==> src/sv/rdsc_pkg.sv <==
// ----------------------------------------------------------------------------
// rdsc_pkg
// shared types and constants of the resize drag size constrainer
// ----------------------------------------------------------------------------
package rdsc_pkg;

   typedef enum logic [1:0] {
      DIR_NONE = 2'd0,
      DIR_LOW  = 2'd1,
      DIR_HIGH = 2'd2
   } dir_type;

   // work width of the constraint datapath, enough for products of 16 x 12 bits
   localparam int WORK_BITS = 36;

   // register indexes
   localparam logic [2:0] REG_ORIGIN_POS  = 3'd0;
   localparam logic [2:0] REG_ORIGIN_SIZE = 3'd1;
   localparam logic [2:0] REG_MIN_SIZE    = 3'd2;
   localparam logic [2:0] REG_MAX_SIZE    = 3'd3;
   localparam logic [2:0] REG_BASE_SIZE   = 3'd4;
   localparam logic [2:0] REG_SIZE_INC    = 3'd5;
   localparam logic [2:0] REG_ASPECT      = 3'd6;
   localparam logic [2:0] REG_FRAME_INFO  = 3'd7;

   // datapath operations issued by the controller
   typedef enum logic [4:0] {
      OP_NOP,
      OP_EDGE,        // apply edge rules, load w/h work registers
      OP_CLAMP,       // strip frame, clamp min/max
      OP_SNAP_W,      // start divide (w-base)/xinc
      OP_SNAP_W_END,  // w = q*xinc + basew
      OP_SNAP_H,
      OP_SNAP_H_END,
      OP_MUL,         // form mnx*h, mny*w, mxx*h, mxy*w
      OP_A1_DIV,      // mnx*h / mny
      OP_A1_SNAP,     // (q - w) / xinc
      OP_A1_END,      // apply w += d
      OP_A2_DIV,      // w*mny / mnx
      OP_A2_SNAP,     // (h - q) / yinc
      OP_A2_END,      // h -= d or go to fallback
      OP_B1_DIV,      // w*mxy / mxx
      OP_B1_SNAP,     // (q - h) / yinc
      OP_B1_END,
      OP_B2_DIV,      // mxx*h / mxy
      OP_B2_SNAP,     // (w - q) / xinc
      OP_B2_END,
      OP_FINISH       // restore frame, store drag rectangle
   } op_type;

   typedef struct packed {
      op_type op;
      logic   act_set;
   } cmd_type;

   typedef struct packed {
      logic div_busy;
      logic act;        // an edge rule fired
      logic aspect_en;
      logic min_ok;     // min aspect terms nonzero
      logic max_ok;
      logic a_gt;       // mnx*h > mny*w
      logic b_lt;       // mxx*h < mxy*w
      logic h_none;
      logic v_none;
      logic a2_fail;    // h - d < minh
      logic b2_fail;
   } stat_type;

endpackage

==> src/sv/rdsc_control.sv <==
// ----------------------------------------------------------------------------
// rdsc_control
// sequencer that steps the datapath through the constraint for one item
// ----------------------------------------------------------------------------
module rdsc_control (
   input  logic                clock,
   input  logic                reset,
   input  logic                req_valid,
   output logic                req_ready,
   output logic                rsp_valid,
   input  logic                rsp_ready,
   output rdsc_pkg::cmd_type   cmd,
   input  rdsc_pkg::stat_type  stat
);
   import rdsc_pkg::*;

   typedef enum logic [4:0] {
      S_IDLE, S_EDGE, S_CLAMP, S_SW, S_SWW, S_SH, S_SHW, S_MUL, S_SEL,
      S_A1D, S_A1S, S_A1E, S_A2M, S_A2D, S_A2S, S_A2E, S_A2F,
      S_B1D, S_B1S, S_B1E, S_B2M, S_B2D, S_B2S, S_B2E, S_B2F, S_BSEL,
      S_FIN, S_OUT
   } state_type;

   state_type st_ff, st_in;
   state_type ret_ff, ret_in;   // state after divider finishes
   op_type    wop_ff, wop_in;   // fallback marker, picks the state after an end op
   logic      wait_ff, wait_in;

   // issue an op now; if it starts the divider, wait and continue at ret
   always_comb begin
      st_in = st_ff; ret_in = ret_ff; wop_in = wop_ff; wait_in = wait_ff;
      cmd.op = OP_NOP; cmd.act_set = 1'b0;
      if (wait_ff) begin
         if (!stat.div_busy) begin
            wait_in = 1'b0; st_in = ret_ff;
         end
      end else begin
         unique case (st_ff)
            S_IDLE: if (req_valid) st_in = S_EDGE;
            S_EDGE: begin cmd.op = OP_EDGE; st_in = S_CLAMP; end
            S_CLAMP: begin
               if (stat.act) begin cmd.op = OP_CLAMP; st_in = S_SW; end
               else st_in = S_OUT;
            end
            S_SW:  begin cmd.op = OP_SNAP_W; wait_in = 1'b1; ret_in = S_SWW; end
            S_SWW: begin cmd.op = OP_SNAP_W_END; st_in = S_SH; end
            S_SH:  begin cmd.op = OP_SNAP_H; wait_in = 1'b1; ret_in = S_SHW; end
            S_SHW: begin cmd.op = OP_SNAP_H_END; st_in = S_MUL; end
            S_MUL: begin cmd.op = OP_MUL; st_in = S_SEL; end
            S_SEL: begin
               if (!stat.aspect_en) st_in = S_FIN;
               else if (stat.min_ok && stat.a_gt && stat.h_none) st_in = S_A1D;
               else st_in = S_A2M;
            end
            S_A1D: begin cmd.op = OP_A1_DIV; wait_in = 1'b1; ret_in = S_A1S; end
            S_A1S: begin cmd.op = OP_A1_SNAP; wait_in = 1'b1; ret_in = S_A1E; end
            S_A1E: begin cmd.op = OP_A1_END; st_in = wop_ff == OP_A2_END ? S_BSEL : S_A2M; end
            S_A2M: begin cmd.op = OP_MUL; wop_in = OP_NOP; st_in = S_A2D; end
            S_A2D: begin
               if (stat.min_ok && stat.a_gt) begin
                  cmd.op = OP_A2_DIV; wait_in = 1'b1; ret_in = S_A2S;
               end else st_in = S_BSEL;
            end
            S_A2S: begin cmd.op = OP_A2_SNAP; wait_in = 1'b1; ret_in = S_A2E; end
            S_A2E: begin cmd.op = OP_A2_END; st_in = S_A2F; end
            S_A2F: begin
               if (stat.a2_fail) begin wop_in = OP_A2_END; st_in = S_A1D; end
               else st_in = S_BSEL;
            end
            S_BSEL: begin cmd.op = OP_MUL; wop_in = OP_NOP; st_in = S_B1D; end
            S_B1D: begin
               if (stat.max_ok && stat.b_lt && stat.v_none) begin
                  cmd.op = OP_B1_DIV; wait_in = 1'b1; ret_in = S_B1S;
               end else st_in = S_B2M;
            end
            S_B1S: begin cmd.op = OP_B1_SNAP; wait_in = 1'b1; ret_in = S_B1E; end
            S_B1E: begin cmd.op = OP_B1_END; st_in = wop_ff == OP_B2_END ? S_FIN : S_B2M; end
            S_B2M: begin cmd.op = OP_MUL; st_in = S_B2D; end
            S_B2D: begin
               if (stat.max_ok && stat.b_lt) begin
                  cmd.op = OP_B2_DIV; wait_in = 1'b1; ret_in = S_B2S;
               end else st_in = S_FIN;
            end
            S_B2S: begin cmd.op = OP_B2_SNAP; wait_in = 1'b1; ret_in = S_B2E; end
            S_B2E: begin cmd.op = OP_B2_END; st_in = S_B2F; end
            S_B2F: begin
               if (stat.b2_fail) begin
                  wop_in = OP_B2_END; cmd.op = OP_B1_DIV; wait_in = 1'b1; ret_in = S_B1S;
               end else st_in = S_FIN;
            end
            S_FIN: begin cmd.op = OP_FINISH; st_in = S_OUT; end
            S_OUT: if (rsp_ready) st_in = S_IDLE;
            default: st_in = S_IDLE;
         endcase
      end
   end

   always_ff @(posedge clock) begin
      if (reset) begin
         st_ff <= S_IDLE; ret_ff <= S_IDLE; wop_ff <= OP_NOP; wait_ff <= 1'b0;
      end else begin
         st_ff <= st_in; ret_ff <= ret_in; wop_ff <= wop_in; wait_ff <= wait_in;
      end
   end

   assign req_ready = (st_ff == S_IDLE) && !wait_ff;
   assign rsp_valid = (st_ff == S_OUT) && !wait_ff;

`ifndef ASSERT_OFF
   a_no_both: assert property (@(posedge clock) disable iff (reset)
      !(req_ready && rsp_valid)) else $error("ready and valid together");
   a_out_hold: assert property (@(posedge clock) disable iff (reset)
      rsp_valid && !rsp_ready |=> rsp_valid) else $error("result dropped");
   a_edge_next: assert property (@(posedge clock) disable iff (reset)
      req_valid && req_ready |=> st_ff == S_EDGE) else $error("accept lost");
`endif

endmodule

==> config.mk <==
export PLATFORM = sky130hd
export DESIGN_NAME = rdsc_control
export DESIGN_NICKNAME = d
export VERILOG_FILES = /design/src/sv/rdsc_pkg.sv /design/src/sv/rdsc_control.sv
export SDC_FILE = /design/constraint.sdc
export NUM_CORES = 1
export LEC_CHECK = 0
export BUFFER_PORTS_ARGS = -buffer_cell sky130_fd_sc_hd__buf_2
export CAP_MARGIN = 5
export CORE_MARGIN = 1.5
export CORE_UTILIZATION = 45
export CTS_CLUSTER_DIAMETER = 40
export DETAILED_ROUTE_END_ITERATION = 12
export PLACE_DENSITY = 0.73
export SYNTH_ARGS = -nofsm -noshare
export SYNTH_HDL_FRONTEND = slang
export SYNTH_SLANG_ARGS = --single-unit
export TNS_END_PERCENT = 50
==> constraint.sdc <==
create_clock -name clock -period 2.67 [get_ports clock]
set_input_delay 0.267 -clock clock [delete_from_list [all_inputs] [get_ports clock]]
set_output_delay 0.267 -clock clock [all_outputs]
set_load 0.02 [all_outputs]
==> run_results.csv <==
group,metric,value,unit
min_path,hold_depth,3,
routing,drt_first_iter_violations,309,
worst_setup_path,r2r-end,"ret_ff[3]",
worst_setup_path,reg2reg_from,"st_ff[2]",
place,hpwl,3.64,mm
routing,ant_nets,0,
sta,maxSlewViolCount,0,
clock_tree,post_cts_buffers,0,
synth,synth_nets,251,
routing,dr.pass1.iters,5,
synth,ys_types,62,
synth,synth_top_area_share,16.6,%
die,die_h,64.2,um
worst_setup_path,crit_slowest_cell,"dfxtp_1",
die,dieArea,4120,um2
flow_run,maxCapViolCount,0,
worst_setup_path,worstPathArrival,2170,ps
place,portBuffers,21,
synth,synth-main-ff-cell,"dfxtp_1",
routing,dr_wl_met2,2.32,mm
finish,fin_nets,267,
routing,wl_met1,2.09,mm
grt,antenna_found_initial,0,
die,start_util,46.4,%
clock_tree,insertion_delay,250,ps
power_and_ir_drop,peakVddDrop,0.000382,V
routing,avgRoutedWirePerCell,16.5,um
grt,grt.total_usage,24.3,%
sta,finalHoldViolCount,0,
clock_tree,ctsResizeCount,0,
clock_tree,cts-root-buf,"clkbuf_8",
synth,avgSynthCellArea,7.15,um2
min_path,hold_path_end,"wait_ff",
routing,vias,1970,
sta,min_period,2440,ps
worst_setup_path,worstSetupPathType,"flip-flop to output pin",
grt,grt_pass1_wl,8.04,mm
grt,grt_pass1_vias,1672,
synth,yosysWarnings,0,
sta,tightest_slew,719,ps
synth,seq_area_frac_synth,16.6,%
clock_tree,htree_levels,1,
power_and_ir_drop,p_leak,0.000699,uW
routing,wl_met3,441,um
worst_setup_path,crit_path_end_kind,"output pin",
place,dp_slack,309,ps
sta,finalSetupTns,0,ps
min_path,hold_path_class,"primary input to flip-flop",
worst_setup_path,start_kind,"flip-flop",
routing,drcViolationCount,0,
finish,finalNonFillerCells,299,
power_and_ir_drop,p_per_area,1020,nW/um2
synth,async_flop_share,0,%
sta,fin_ws,231,ps
routing,via_per_inst,6.59,
worst_setup_path,worstPathCellList,"inv_1 > buf_4 > a311oi_1 > a21boi_0 > buf_2",
worst_setup_path,crit_fanout,17,
synth,synth.area.top_cells,"dfxtp_1, a21oi_1, nor2_1",
clock_tree,numClockSinks,14,
sta,max_freq,410,MHz
die,ios,23,
clock_tree,hold_buffers,0,
synth,syn_area,1690,um2
finish,diodes,0,
synth,synth-seq-cells,14,
sta,fin_skew,2.35,ps
die,rows,22,
worst_setup_path,r2r_cells,5,
finish,syn_to_final_growth,13.7,%
min_path,min_from,"stat[10]",
routing,top_layer,"met4",
grt,grt-ovfl-total,0,
finish,layout-drive-gt1-share,23.1,%
worst_setup_path,rrSetupSlack,390,ps
worst_setup_path,crit_start,"st_ff[2]",
sta,setup_viol,0,
place,placed_cells_incl_taps,295,
sta,min_period_over_period,91.3,%
outcome,status,"completed",
place,gp_congestion,0.963,
clock_tree,clkTransAtPathRegs,60,ps
synth,synth_edf_count,0,
sta,rsz0062_at_grt,"false",
worst_setup_path,max_stage_delay,710,ps
die,fp.dieW,64.2,um
clock_tree,cts_tree,"yes",
die,fp.coreArea,3630,um2
clock_tree,cts_max_path_buffers,2,
grt,grt_start_max_net_pins,34,
routing,wl,4.93,mm
sta,relSlewSlack,52.0,%
synth,synthCells,236,
worst_setup_path,required,2400,ps
clock_tree,cts_buffers,3,
synth,yosysTopAreaCell,"dfxtp_1",
-- critical path, delay by kind of cell (launching register included) --
family	cells	cell delay [ps]
DFF	1	710
AOI/OAI and AO/OA	2	700
buffers and inverters	3	500
-- worst max path at each step --
| stage | endpoint | depth (start not counted) |
|---|---|---|
| global route | cmd[3] | 5 |
| CTS | cmd[3] | 5 |
| detailed placement | ret_ff[0] | 6 |
| global placement | ret_ff[3] | 5 |
| floorplan | cmd[3] | 6 |
| finish | cmd[3] | 5 |
-- cell usage after synthesis (3+ instances only) --
library cell,count
or2_2,3
nand2b_1,7
and3b_1,3
a21oi_1,22
a311oi_1,4
nor2b_1,9
o21ai_0,12
buf_2,11
or4_1,3
nor3_1,6
a21boi_0,3
o31ai_1,4
and3_1,7
nor2_1,20
o22ai_1,6
nand3_1,6
inv_1,3
clkbuf_1,11
xnor2_1,4
mux2i_1,5
nand2_1,15
or3_1,3
dfxtp_1,14
-- cells by family (layout without fill, tap and decap cells) --
kind of cell / Yosys count / after routing / synth area share (%)
muxes: 5 / 5 / 2.97
and+or+nand+nor: 100 / 100 / 35.1
AOI/OAI and AO/OA: 81 / 81 / 33.5
other: 1 / 1 / 0.222
adders and majority gates: 1 / 1 / 0.593
xor gates and xnor gates: 4 / 4 / 2.08
buffers and inverters: 30 / 45 / 8.90
DFF: 14 / 14 / 16.6
-- sequential cells by signal, summed over array words and instances (netlist names) --
| signal | cells |
|---|---|
| ret_ff | 5 |
| st_ff | 5 |
| wop_ff | 3 |
| wait_ff | 1 |
-- per-stage QoR --
stage	utilization (%)	area, um2	power, uW	hold slack, ps
after floorplan	-	1690	1390	332
after global placement	51.2	1860	1700	448
after detailed placement	51.2	1860	1710	445
after CTS	52.7	1920	1920	343
after global routing	52.8	1920	2100	372
final	52.8	1920	1960	341
-- layout by cell type (no fill, tap or decap), drive strengths merged, types with 3 or more instances in the layout --
cell type,netlist,final
or2,3,3
and3b,3,3
nand3,6,6
xnor2,4,4
o311ai,3,3
buf,15,38
dfxtp,14,14
o31ai,4,4
a211oi,4,4
or4,5,5
o21ai,12,12
a21boi,3,3
a311oi,4,4
clkbuf,12,4
o22ai,6,6
mux2i,5,5
nor3,6,6
inv,3,3
nand2,15,15
and3,8,8
nor2,20,20
or3,3,3
nand2b,7,7
nor2b,9,9
a21oi,22,22
-- metal layers --
metal	GRT usage, %	vias to the layer above
li1	-	926
met1	33.8	931
met2	38.9	101
met3	3.52	12
met4	6.91	0
met5	0	-
-- power breakdown --
group          leakage (uW)  internal [uW]  switching, uW  total (uW)
sequential         0.000115            265            120         385
clock             0.0000288            131           76.7         207
combinational      0.000555            595            769        1360
total              0.000699            991            965        1960
-- final cells by class --
| cell class | instances | area [um2] |
|---|---|---|
| clock buffer | 4 | 55.1 |
| tap | 48 | 60.1 |
| timing repair buffer | 38 | 245 |
| sequential | 14 | 283 |
| fill | 361 | 1720 |
| inverter | 3 | 11.3 |
| multi-input combinational | 192 | 1260 |
No activity file was read; power rests on OpenSTA's default activity.
